--- src/design/rmcs_pkg.sv ---
// Shared constants, codes and types for the reflective marker counter with speed output.
// Used by the top level, the front end and the speed unit; depends on nothing.
`default_nettype none

package rmcs_pkg;

  // field widths fixed by the item layout
  localparam int LEVEL_W    = 20;
  localparam int MARGIN_W   = 16;
  localparam int MPR_W      = 8;
  localparam int STALL_W    = 32;
  localparam int OUT_TIME_W = 32;
  localparam int COUNT_W    = 32;
  localparam int SPEED_W    = 36;
  localparam int CFG_IDX_W  = 2;
  localparam int CFG_DATA_W = 32;
  localparam int IN_TDATA_W  = 64;
  localparam int OUT_TDATA_W = 136;

  // defaults for the top-level parameters
  localparam int TIME_WIDTH_DEF  = 32;
  localparam int QUEUE_DEPTH_DEF = 2;

  // reset values of the configuration registers
  localparam logic [MPR_W-1:0]   MPR_RESET   = MPR_W'(1);
  localparam logic [STALL_W-1:0] STALL_RESET = STALL_W'(500000);

  // 360 deg * 100 centideg * 1e6 us/s
  localparam logic [SPEED_W-1:0] SPEED_NUM = 36'd36000000000;
  localparam int DIV_STEPS = SPEED_W;
  localparam int DIV_CNT_W = $clog2(DIV_STEPS);
  localparam int DEN_W     = MPR_W + SPEED_W;

  typedef enum logic [CFG_IDX_W-1:0] {
    REG_THRESHOLD = 2'd0,
    REG_MARGIN    = 2'd1,
    REG_MPR       = 2'd2,
    REG_STALL     = 2'd3
  } rmcs_reg_e;

  typedef enum logic [0:0] {
    ACT_SAMPLE = 1'b0,
    ACT_CLEAR  = 1'b1
  } rmcs_action_e;

  // configuration seen by the front end
  typedef struct packed {
    logic [LEVEL_W-1:0]  level;
    logic [MARGIN_W-1:0] margin;
    logic [STALL_W-1:0]  stall;
  } rmcs_cfg_t;

endpackage

`default_nettype wire

--- src/design/reflective_marker_counter_speed_core.sv ---
// Top level of the reflective marker counter with speed output.
// Depends on rmcs_pkg, rmcs_front, rmcs_fifo and rmcs_speed.
//
// Usage:
//   Slave stream (s_axis_*): one transaction per sensor event. tuser carries the
//   action (sample or clear), tdata carries now_us and charge_start_us.
//   Master stream (m_axis_*): exactly one result transaction per input, in order,
//   with discharge time, surface state, marker count, period and speed.
//   Configuration channel (cfg_*): register index and 32-bit data, always ready;
//   write only while the block is idle.
// Processing:
//   The front end updates the comparator, counter and period in the accept
//   cycle. The speed unit then fetches the snapshot from the queue, forms the
//   product markers_per_rev * period, runs the bit-serial divide and loads the
//   output register; it takes no new item until the output register has the result.
//   Zero-speed results skip the divide.
// Reset:
//   rst_ni clears the surface state to light, the counter, period and last
//   marker time to zero, sets markers_per_rev to 1 and stall time to 500000 us.
// Stalls:
//   A stalled receiver holds the output register; the speed unit finishes its
//   current item and waits, and the queue keeps accepting until it is full.
`default_nettype none

module reflective_marker_counter_speed_core #(
  parameter int TIME_WIDTH  = rmcs_pkg::TIME_WIDTH_DEF,
  parameter int QUEUE_DEPTH = rmcs_pkg::QUEUE_DEPTH_DEF
) (
  input  wire logic                                 clk_i,
  input  wire logic                                 rst_ni,
  // slave stream
  input  wire logic                                 s_axis_tvalid_i,
  output logic                                      s_axis_tready_o,
  input  wire logic [rmcs_pkg::IN_TDATA_W-1:0]      s_axis_tdata_i,  // now_us, charge_start_us
  input  wire logic [0:0]                           s_axis_tuser_i,  // action
  // master stream
  output logic                                      m_axis_tvalid_o,
  input  wire logic                                 m_axis_tready_i,
  // discharge_us, surface_dark, marker_count, period_us, speed_centideg_per_s, zero fill
  output logic [rmcs_pkg::OUT_TDATA_W-1:0]          m_axis_tdata_o,
  // configuration writes
  input  wire logic                                 cfg_valid_i,
  output logic                                      cfg_ready_o,
  input  wire logic [rmcs_pkg::CFG_IDX_W-1:0]       cfg_index_i,
  input  wire logic [rmcs_pkg::CFG_DATA_W-1:0]      cfg_data_i
);

  localparam int EntW = rmcs_pkg::OUT_TIME_W + rmcs_pkg::COUNT_W + TIME_WIDTH + 1;
  localparam int CntLo = rmcs_pkg::OUT_TIME_W + 1;
  localparam int PadW = rmcs_pkg::OUT_TDATA_W - 2 * rmcs_pkg::OUT_TIME_W
                        - rmcs_pkg::COUNT_W - rmcs_pkg::SPEED_W - 1;

  // configuration registers
  logic [rmcs_pkg::LEVEL_W-1:0]  level_q;
  logic [rmcs_pkg::MARGIN_W-1:0] margin_q;
  logic [rmcs_pkg::MPR_W-1:0]    mpr_q;
  logic [rmcs_pkg::STALL_W-1:0]  stall_q;
  rmcs_pkg::rmcs_cfg_t           cfg;

  assign cfg_ready_o = 1'b1;

  always_ff @(posedge clk_i or negedge rst_ni) begin
    if (!rst_ni) begin
      level_q  <= '0;
      margin_q <= '0;
      mpr_q    <= rmcs_pkg::MPR_RESET;
      stall_q  <= rmcs_pkg::STALL_RESET;
    end else if (cfg_valid_i && cfg_ready_o) begin
      unique case (rmcs_pkg::rmcs_reg_e'(cfg_index_i))
        rmcs_pkg::REG_THRESHOLD: level_q  <= cfg_data_i[rmcs_pkg::LEVEL_W-1:0];
        rmcs_pkg::REG_MARGIN:    margin_q <= cfg_data_i[rmcs_pkg::MARGIN_W-1:0];
        rmcs_pkg::REG_MPR:       mpr_q    <= cfg_data_i[rmcs_pkg::MPR_W-1:0];
        rmcs_pkg::REG_STALL:     stall_q  <= cfg_data_i[rmcs_pkg::STALL_W-1:0];
        default: ;
      endcase
    end
  end

  assign cfg.level  = level_q;
  assign cfg.margin = margin_q;
  assign cfg.stall  = stall_q;

  // front end -> queue
  logic                    push, full, pop, empty;
  logic [EntW-1:0]         entry_in, entry_out;
  rmcs_pkg::rmcs_action_e  action;

  assign action = rmcs_pkg::rmcs_action_e'(s_axis_tuser_i);

  rmcs_front #(.TIME_WIDTH(TIME_WIDTH)) u_front (
    .clk_i      (clk_i),
    .rst_ni     (rst_ni),
    .in_valid_i (s_axis_tvalid_i),
    .in_ready_o (s_axis_tready_o),
    .action_i   (action),
    .now_i      (s_axis_tdata_i[rmcs_pkg::OUT_TIME_W-1:0]),
    .start_i    (s_axis_tdata_i[rmcs_pkg::IN_TDATA_W-1:rmcs_pkg::OUT_TIME_W]),
    .cfg_i      (cfg),
    .full_i     (full),
    .push_o     (push),
    .entry_o    (entry_in)
  );

  rmcs_fifo #(.WIDTH(EntW), .DEPTH(QUEUE_DEPTH)) u_queue (
    .clk_i   (clk_i),
    .rst_ni  (rst_ni),
    .push_i  (push),
    .data_i  (entry_in),
    .full_o  (full),
    .pop_i   (pop),
    .data_o  (entry_out),
    .empty_o (empty)
  );

  // speed unit and output register
  logic [rmcs_pkg::OUT_TIME_W-1:0] discharge, period;
  logic [rmcs_pkg::COUNT_W-1:0]    count;
  logic [rmcs_pkg::SPEED_W-1:0]    speed;
  logic                            dark;

  rmcs_speed #(.TIME_WIDTH(TIME_WIDTH)) u_speed (
    .clk_i       (clk_i),
    .rst_ni      (rst_ni),
    .empty_i     (empty),
    .pop_o       (pop),
    .entry_i     (entry_out),
    .mpr_i       (mpr_q),
    .out_valid_o (m_axis_tvalid_o),
    .out_ready_i (m_axis_tready_i),
    .discharge_o (discharge),
    .dark_o      (dark),
    .count_o     (count),
    .period_o    (period),
    .speed_o     (speed)
  );

  assign m_axis_tdata_o = {{PadW{1'b0}}, speed, period, count, dark, discharge};

  // a clear transaction must queue a zero marker count
  a_clear_zeroes_count: assert property (@(posedge clk_i) disable iff (!rst_ni)
    (push && action == rmcs_pkg::ACT_CLEAR) |-> (entry_in[CntLo +: rmcs_pkg::COUNT_W] == '0))
    else $error("clear transaction queued a non-zero marker count");

  // no speed without a period
  a_speed_needs_period: assert property (@(posedge clk_i) disable iff (!rst_ni)
    (m_axis_tvalid_o && period == '0) |-> (speed == '0))
    else $error("non-zero speed reported with zero period");

  // hold the result transaction while the receiver stalls
  a_out_held_while_stalled: assert property (@(posedge clk_i) disable iff (!rst_ni)
    (m_axis_tvalid_o && !m_axis_tready_i) |=> (m_axis_tvalid_o && $stable(m_axis_tdata_o)))
    else $error("result transaction changed while the receiver stalled");

endmodule

`default_nettype wire

--- src/design/rmcs_fifo.sv ---
// Short first-in first-out queue between the front end and the speed unit.
// Depends on nothing; width and depth come from the instantiating module.
`default_nettype none

module rmcs_fifo #(
  parameter int WIDTH = 97,
  parameter int DEPTH = 2
) (
  input  wire logic             clk_i,
  input  wire logic             rst_ni,
  input  wire logic             push_i,
  input  wire logic [WIDTH-1:0] data_i,
  output logic                  full_o,
  input  wire logic             pop_i,
  output logic [WIDTH-1:0]      data_o,
  output logic                  empty_o
);

  localparam int PtrW = (DEPTH > 1) ? $clog2(DEPTH) : 1;
  localparam int CntW = $clog2(DEPTH + 1);

  logic [WIDTH-1:0] mem_q [DEPTH];
  logic [PtrW-1:0]  wr_ptr_q, rd_ptr_q;
  logic [CntW-1:0]  cnt_q;
  logic             do_push, do_pop;

  assign full_o  = (cnt_q == CntW'(DEPTH));
  assign empty_o = (cnt_q == '0);
  assign do_push = push_i && !full_o;
  assign do_pop  = pop_i && !empty_o;
  assign data_o  = mem_q[rd_ptr_q];

  function automatic logic [PtrW-1:0] next_ptr(input logic [PtrW-1:0] p);
    logic [PtrW-1:0] r;
    if (p == PtrW'(DEPTH - 1)) r = '0;
    else                       r = p + PtrW'(1);
    return r;
  endfunction

  always_ff @(posedge clk_i or negedge rst_ni) begin
    if (!rst_ni) begin
      wr_ptr_q <= '0;
      rd_ptr_q <= '0;
      cnt_q    <= '0;
    end else begin
      if (do_push) wr_ptr_q <= next_ptr(wr_ptr_q);
      if (do_pop)  rd_ptr_q <= next_ptr(rd_ptr_q);
      if (do_push && !do_pop)      cnt_q <= cnt_q + CntW'(1);
      else if (do_pop && !do_push) cnt_q <= cnt_q - CntW'(1);
    end
  end

  always_ff @(posedge clk_i) begin
    if (do_push) mem_q[wr_ptr_q] <= data_i;
  end

endmodule

`default_nettype wire

--- src/design/rmcs_front.sv ---
// Front end: accepts sample and clear transactions, runs the hysteresis comparator,
// the marker counter and the stall check, and queues a snapshot. Depends on rmcs_pkg.
`default_nettype none

module rmcs_front #(
  parameter int TIME_WIDTH = rmcs_pkg::TIME_WIDTH_DEF
) (
  input  wire logic                                clk_i,
  input  wire logic                                rst_ni,
  input  wire logic                                in_valid_i,
  output logic                                     in_ready_o,
  input  wire rmcs_pkg::rmcs_action_e              action_i,
  input  wire logic [rmcs_pkg::OUT_TIME_W-1:0]     now_i,
  input  wire logic [rmcs_pkg::OUT_TIME_W-1:0]     start_i,
  input  wire rmcs_pkg::rmcs_cfg_t                 cfg_i,
  input  wire logic                                full_i,
  output logic                                     push_o,
  // snapshot, lowest bits first: discharge 32, dark 1, count 32, period TIME_WIDTH
  output logic [rmcs_pkg::OUT_TIME_W+rmcs_pkg::COUNT_W+TIME_WIDTH:0] entry_o
);

  localparam int InW  = (TIME_WIDTH < rmcs_pkg::OUT_TIME_W) ? TIME_WIDTH : rmcs_pkg::OUT_TIME_W;
  localparam int CmpW = (TIME_WIDTH > rmcs_pkg::STALL_W) ? TIME_WIDTH : rmcs_pkg::STALL_W;

  logic                           dark_q, dark_d;
  logic [rmcs_pkg::COUNT_W-1:0]   total_q, total_d;
  logic [TIME_WIDTH-1:0]          last_q, last_d;
  logic [TIME_WIDTH-1:0]          period_q, period_d;

  logic [TIME_WIDTH-1:0]          now_t, start_t, disch, since_last, elapsed;
  logic [rmcs_pkg::LEVEL_W:0]     upper;
  logic [rmcs_pkg::LEVEL_W-1:0]   margin_x, lower;
  logic                           accept, is_clear, go_dark, go_light, stalled;

  assign in_ready_o = !full_i;
  assign accept     = in_valid_i && in_ready_o;
  assign push_o     = accept;
  assign is_clear   = (action_i == rmcs_pkg::ACT_CLEAR);

  assign now_t      = TIME_WIDTH'(now_i[InW-1:0]);
  assign start_t    = TIME_WIDTH'(start_i[InW-1:0]);
  assign disch      = now_t - start_t;

  // thresholds: upper never overflows, lower is only used when it stays above zero
  assign margin_x   = rmcs_pkg::LEVEL_W'(cfg_i.margin);
  assign upper      = {1'b0, cfg_i.level} + (rmcs_pkg::LEVEL_W + 1)'(cfg_i.margin);
  assign lower      = cfg_i.level - margin_x;
  assign go_dark    = !dark_q && (CmpW'(disch) > CmpW'(upper));
  assign go_light   = dark_q && (cfg_i.level > margin_x) && (CmpW'(disch) < CmpW'(lower));

  // a new marker moves the reference to now, so no time has elapsed
  assign since_last = now_t - last_q;
  assign elapsed    = go_dark ? '0 : since_last;
  assign stalled    = (CmpW'(elapsed) >= CmpW'(cfg_i.stall));

  always_comb begin
    dark_d   = dark_q;
    total_d  = total_q;
    last_d   = last_q;
    period_d = period_q;
    if (is_clear) begin
      total_d = '0;
    end else begin
      if (go_dark) begin
        dark_d   = 1'b1;
        total_d  = total_q + rmcs_pkg::COUNT_W'(1);
        last_d   = now_t;
        period_d = since_last;
      end else if (go_light) begin
        dark_d = 1'b0;
      end
      if (stalled) period_d = '0;
    end
  end

  logic [TIME_WIDTH-1:0] disch_q, disch_d;
  assign disch_d = is_clear ? disch_q : disch;

  always_ff @(posedge clk_i or negedge rst_ni) begin
    if (!rst_ni) begin
      dark_q   <= 1'b0;
      total_q  <= '0;
      last_q   <= '0;
      period_q <= '0;
      disch_q  <= '0;
    end else if (accept) begin
      dark_q   <= dark_d;
      total_q  <= total_d;
      last_q   <= last_d;
      period_q <= period_d;
      disch_q  <= disch_d;
    end
  end

  assign entry_o = {period_d, total_d, dark_d,
                    rmcs_pkg::OUT_TIME_W'(disch_d[InW-1:0])};

endmodule

`default_nettype wire

--- src/design/rmcs_speed.sv ---
// Back end: takes snapshots from the queue, forms markers_per_rev * period and
// divides it into the speed constant one quotient bit a cycle. Depends on rmcs_pkg.
`default_nettype none

module rmcs_speed #(
  parameter int TIME_WIDTH = rmcs_pkg::TIME_WIDTH_DEF
) (
  input  wire logic                                clk_i,
  input  wire logic                                rst_ni,
  input  wire logic                                empty_i,
  output logic                                     pop_o,
  input  wire logic [rmcs_pkg::OUT_TIME_W+rmcs_pkg::COUNT_W+TIME_WIDTH:0] entry_i,
  input  wire logic [rmcs_pkg::MPR_W-1:0]          mpr_i,
  output logic                                     out_valid_o,
  input  wire logic                                out_ready_i,
  output logic [rmcs_pkg::OUT_TIME_W-1:0]          discharge_o,
  output logic                                     dark_o,
  output logic [rmcs_pkg::COUNT_W-1:0]             count_o,
  output logic [rmcs_pkg::OUT_TIME_W-1:0]          period_o,
  output logic [rmcs_pkg::SPEED_W-1:0]             speed_o
);

  localparam int EntW = rmcs_pkg::OUT_TIME_W + rmcs_pkg::COUNT_W + TIME_WIDTH + 1;
  localparam int PerLo = rmcs_pkg::OUT_TIME_W + rmcs_pkg::COUNT_W + 1;
  localparam int PW   = (TIME_WIDTH > rmcs_pkg::SPEED_W) ? TIME_WIDTH : rmcs_pkg::SPEED_W;
  localparam int InW  = (TIME_WIDTH < rmcs_pkg::OUT_TIME_W) ? TIME_WIDTH : rmcs_pkg::OUT_TIME_W;
  localparam int DW   = rmcs_pkg::DEN_W;
  localparam int SW   = rmcs_pkg::SPEED_W;

  typedef enum logic [1:0] {S_IDLE, S_MUL, S_DIV, S_DONE} state_e;

  state_e                          state_q;
  logic                            out_valid_q;
  logic [rmcs_pkg::DIV_CNT_W-1:0]  cnt_q;

  logic [EntW-1:0]                 ent_q;
  logic [DW-1:0]                   den_q, rem_q;
  logic [SW-1:0]                   num_q, quo_q;

  logic [TIME_WIDTH-1:0]           period;
  logic [PW-1:0]                   period_ext;
  logic                            zero_speed, out_free, ge;
  logic [DW:0]                     shifted, diff;

  assign period     = ent_q[PerLo +: TIME_WIDTH];
  assign period_ext = PW'(period);
  assign zero_speed = (period == '0) || (mpr_i == '0) ||
                      (period_ext > PW'(rmcs_pkg::SPEED_NUM));
  assign out_free   = !out_valid_q || out_ready_i;
  assign pop_o      = (state_q == S_IDLE) && !empty_i;

  // restoring division step
  assign shifted    = {rem_q, num_q[SW-1]};
  assign diff       = shifted - {1'b0, den_q};
  assign ge         = (shifted >= {1'b0, den_q});

  always_ff @(posedge clk_i or negedge rst_ni) begin
    if (!rst_ni) begin
      state_q     <= S_IDLE;
      out_valid_q <= 1'b0;
      cnt_q       <= '0;
    end else begin
      if (state_q == S_DONE && out_free) out_valid_q <= 1'b1;
      else if (out_ready_i)              out_valid_q <= 1'b0;
      unique case (state_q)
        S_IDLE: begin
          if (!empty_i) state_q <= S_MUL;
        end
        S_MUL: begin
          cnt_q   <= rmcs_pkg::DIV_CNT_W'(rmcs_pkg::DIV_STEPS - 1);
          state_q <= zero_speed ? S_DONE : S_DIV;
        end
        S_DIV: begin
          cnt_q <= cnt_q - rmcs_pkg::DIV_CNT_W'(1);
          if (cnt_q == '0) state_q <= S_DONE;
        end
        S_DONE: begin
          if (out_free) state_q <= S_IDLE;
        end
        default: state_q <= S_IDLE;
      endcase
    end
  end

  always_ff @(posedge clk_i) begin
    if (pop_o) ent_q <= entry_i;
    if (state_q == S_MUL) begin
      den_q <= DW'(mpr_i) * DW'(period_ext[SW-1:0]);
      num_q <= rmcs_pkg::SPEED_NUM;
      rem_q <= '0;
      quo_q <= '0;
    end
    if (state_q == S_DIV) begin
      rem_q <= ge ? diff[DW-1:0] : shifted[DW-1:0];
      num_q <= {num_q[SW-2:0], 1'b0};
      quo_q <= {quo_q[SW-2:0], ge};
    end
    if (state_q == S_DONE && out_free) begin
      discharge_o <= ent_q[rmcs_pkg::OUT_TIME_W-1:0];
      dark_o      <= ent_q[rmcs_pkg::OUT_TIME_W];
      count_o     <= ent_q[rmcs_pkg::OUT_TIME_W+1 +: rmcs_pkg::COUNT_W];
      period_o    <= rmcs_pkg::OUT_TIME_W'(period[InW-1:0]);
      speed_o     <= quo_q;
    end
  end

  assign out_valid_o = out_valid_q;

endmodule

`default_nettype wire

--- config.mk ---
export PLATFORM = sky130hd
export DESIGN_NAME = reflective_marker_counter_speed_core
export DESIGN_NICKNAME = d
export VERILOG_FILES = /design/src/design/rmcs_pkg.sv /design/src/design/reflective_marker_counter_speed_core.sv /design/src/design/rmcs_fifo.sv /design/src/design/rmcs_front.sv /design/src/design/rmcs_speed.sv
export SDC_FILE = /design/constraint.sdc
export NUM_CORES = 2
export LEC_CHECK = 0
export ABC_AREA = 1
export BUFFER_PORTS_ARGS = -buffer_cell sky130_fd_sc_hd__buf_2
export CAP_MARGIN = 20
export CORE_ASPECT_RATIO = 1.5
export CORE_UTILIZATION = 40
export DETAILED_ROUTE_END_ITERATION = 10
export SYNTH_ARGS = -nofsm -noshare
export SYNTH_HDL_FRONTEND = slang
export SYNTH_SLANG_ARGS = --single-unit
--- constraint.sdc ---
create_clock -name clk_i -period 7.1 [get_ports clk_i]
set_input_delay 0.71 -clock clk_i [delete_from_list [all_inputs] [get_ports clk_i]]
set_output_delay 0.71 -clock clk_i [all_outputs]
set_load 0.02 [all_outputs]
==> reports/results.tsv <==
metric	value	unit
required	7.73	ns
grt_pass1_wl	209000	um
use_met3	2.56	%
synth.ff_latch_count	787	
clock.fmax	159	MHz
critPathTopFamily	simple AND/OR/NAND/NOR gates	
core_area	121000	um2
tightest_slew	1.06	ns
r2r-start	margin_q[0]$_DFFE_PN0P_	
max-slew-margin-rel	29.1	%
yosys.area.top_type_share	35.0	%
fin_tns_setup	0	ns
wire_per_inst	18.2	um
via_per_inst	5.02	
worstPathArrival	6.91	ns
dp_cells	7188	
multi_input_comb_area	22200	um2
p_leak	26.0	nW
gr-max-usage-layer	met2	
hpwl	101000	um
vias	36900	
die_width	287	um
clkSinkCount	787	
maxSlewViolCount	0	
ys_seq_area_share	46.2	%
worstSetupPathType	reg2reg	
io_pins	243	
tritoncts	done	
cts_max_level	3	
total_power	28.1	mW
clock_path_buffers	3	
ant_nets	0	
wirelength	133000	um
synth_area	48800	um2
syn-mean-instance-area	8.82	um2
cts_hold_buf	0	
min_period	6.27	ns
grt_max_degree	130	
first_iter_violations	1998	
die_y	430	um
fin_cells	7340	
yosysMostFrequentCell	nand2_1	
cpPeakStageDelay	0.40	ns
min_path_type	in2async	
outcome	complete, no violations	
critPathCaptureType	flip-flop	
ir_drop	0.304	mV
grtUsageMet2	38.9	%
firstDrtPassIters	5	
rsz0062_at_grt	false	
crit_slowest_cell	fa_1	
die-area	123000	um2
initial_core_util	40.4	%
fin_skew	0.0665	ns
synth_cells	5533	
seq_area	22600	um2
antenna_found_initial	4	
hold_violations	0	
track_usage	21.8	%
cts-root-buf	clkbuf_16	
synth_common_cells	1660 x nand2_1, 839 x inv_1, 569 x edfxtp_1, 310 x nor2_1, 302 x a21oi_1	
synth_area_leader_cell	edfxtp_1	
finalCritPeriodShare	88.3	%
gr-total-overflow	0	
cp-startpoint	margin_q[0]$_DFFE_PN0P_	
drive_gt1_share	8.75	%
drc	0	
power_density	517	nW/um2
ys_warn_count	0	
synth_edf_count	569	
gp_congestion	0.953	
clkTransAtPathRegs	0.07	ns
grt_use_met1	25.7	%
syn_to_final_growth	11.2	%
clk_latency	0.73	ns
io_buffer_count	238	
critical_path.most_common_cell	nand2_1	
critPathMaxFanout	60	
crit_buf_inv	4	
finalSetupViolations	0	
ys_types	58	
cts_made_buffers	81	
grt_pass1_vias	37400	
synth_ff_type	edfxtp_1	
async_flop_share	27.7	%
maxCapViolCount	0	
nFillCells	11700	
placementRows	156	
nets	6253	
ys_top_cells_by_area	edfxtp_1 35%, nand2_1 13%, dfrtp_1 11%	
startpoint_type	flip-flop	
[layout make-up]
class / count / share of cell area [%]
clock buffers: 99 / 3.95
multi-input cells: 3688 / 40.9
inverters: 852 / 5.91
flip-flops and latches: 787 / 41.6
well taps: 1580 / 3.64
diodes: 1 / 0.00461
clock inverters: 52 / 1.13
repair buffers: 281 / 2.86
[cells in the final DEF, fill, tap and decap left out, types with 52 or more instances in the layout]
cell type / instances
fa_1: 185
a21oi_1: 300
clkbuf_16: 81
nor3_1: 52
xor2_1: 115
dfrtp_1: 209
nand3_1: 190
inv_1: 837
xnor2_1: 75
buf_2: 237
nand2_1: 1658
o21ai_0: 257
nor2_1: 308
ha_1: 270
edfxtp_1: 569
[worst register-to-register path, delay by kind of cell (launching register included)]
kind	cells	cell delay (ns)
compound gates	8	1.51
simple gates	29	2.33
xor+xnor	1	0.08
buf+inv	4	0.71
fa+ha+maj	4	1.20
flops	1	0.38
[final timing paths]
| check | to | slack, ns | cells past startpoint |
|---|---|---|---|
| max in group asynchronous | u_front.total_q[15]$_DFFE_PN0P_ | 5.79 | 2 |
| setup / recovery | u_front.period_q[0]$_DFFE_PN0P_ | 0.83 | 46 |
| hold reg to reg | u_speed.discharge_o[11]$_DFFE_PP_ | 0.41 | 0 |
| min in group clk_i | stall_q[28]$_DFFE_PN0P_ | 0.23 | 3 |
| setup reg to reg | u_front.period_q[0]$_DFFE_PN0P_ | 0.83 | 46 |
| hold / removal | u_front.last_q[10]$_DFFE_PN0P_ | 0.02 | 1 |
[stage by stage]
stage                     util (%)  area, um2  worst slack (ns)  hold slack [ns]
after floorplan                  -      48800              1.26            0.400
after CTS                     44.9      54200             0.659           0.0179
after global routing          44.9      54200            0.0122           0.0609
after detailed placement      42.6      51500             0.681            0.405
after global placement        42.6      51500             0.843            0.402
final                         44.9      54200             0.829           0.0171
[power by group]
group          switching [mW]  internal [mW]
logic                    9.81           5.27
clock network            2.00           2.44
registers               0.970           7.56
total                    12.8           15.3
[timing repair]
action	CTS	global route
endpoints found under the setup margin	0	77
buffers inserted	0	0
gates resized for setup	0	1
[sequential cells by signal, summed over array words and instances, names as in the netlist, 25 cells and up]
signal / cells
u_speed.period_o: 32
u_front.last_q: 32
u_front.total_q: 32
u_speed.num_q: 25
u_speed.count_o: 32
u_speed.discharge_o: 32
u_front.period_q: 32
stall_q: 32
u_speed.rem_q: 44
u_speed.ent_q: 97
u_speed.quo_q: 36
u_speed.den_q: 40
u_speed.speed_o: 36
u_queue.mem_q: 194
u_front.disch_q: 32
[cell families (layout without fill, tap and decap cells)]
group	count (synthesis)	after routing	share of synthesized area [%]
other	2	5	0.0154
xor gates and xnor gates	190	190	3.41
buffers and inverters	1060	1284	8.42
adders and majority gates	458	458	14.6
DFF	787	787	46.2
AOI/OAI and AO/OA	721	721	8.29
and+or+nand+nor	2315	2315	19.0
[metal layers]
layer,up-vias,share of wire [%]
met5,-,0
met4,0,5.0
met3,250,4.1
met2,897,51
met1,17700,40
li1,18000,-
No activity file was read; power rests on OpenSTA's default activity.
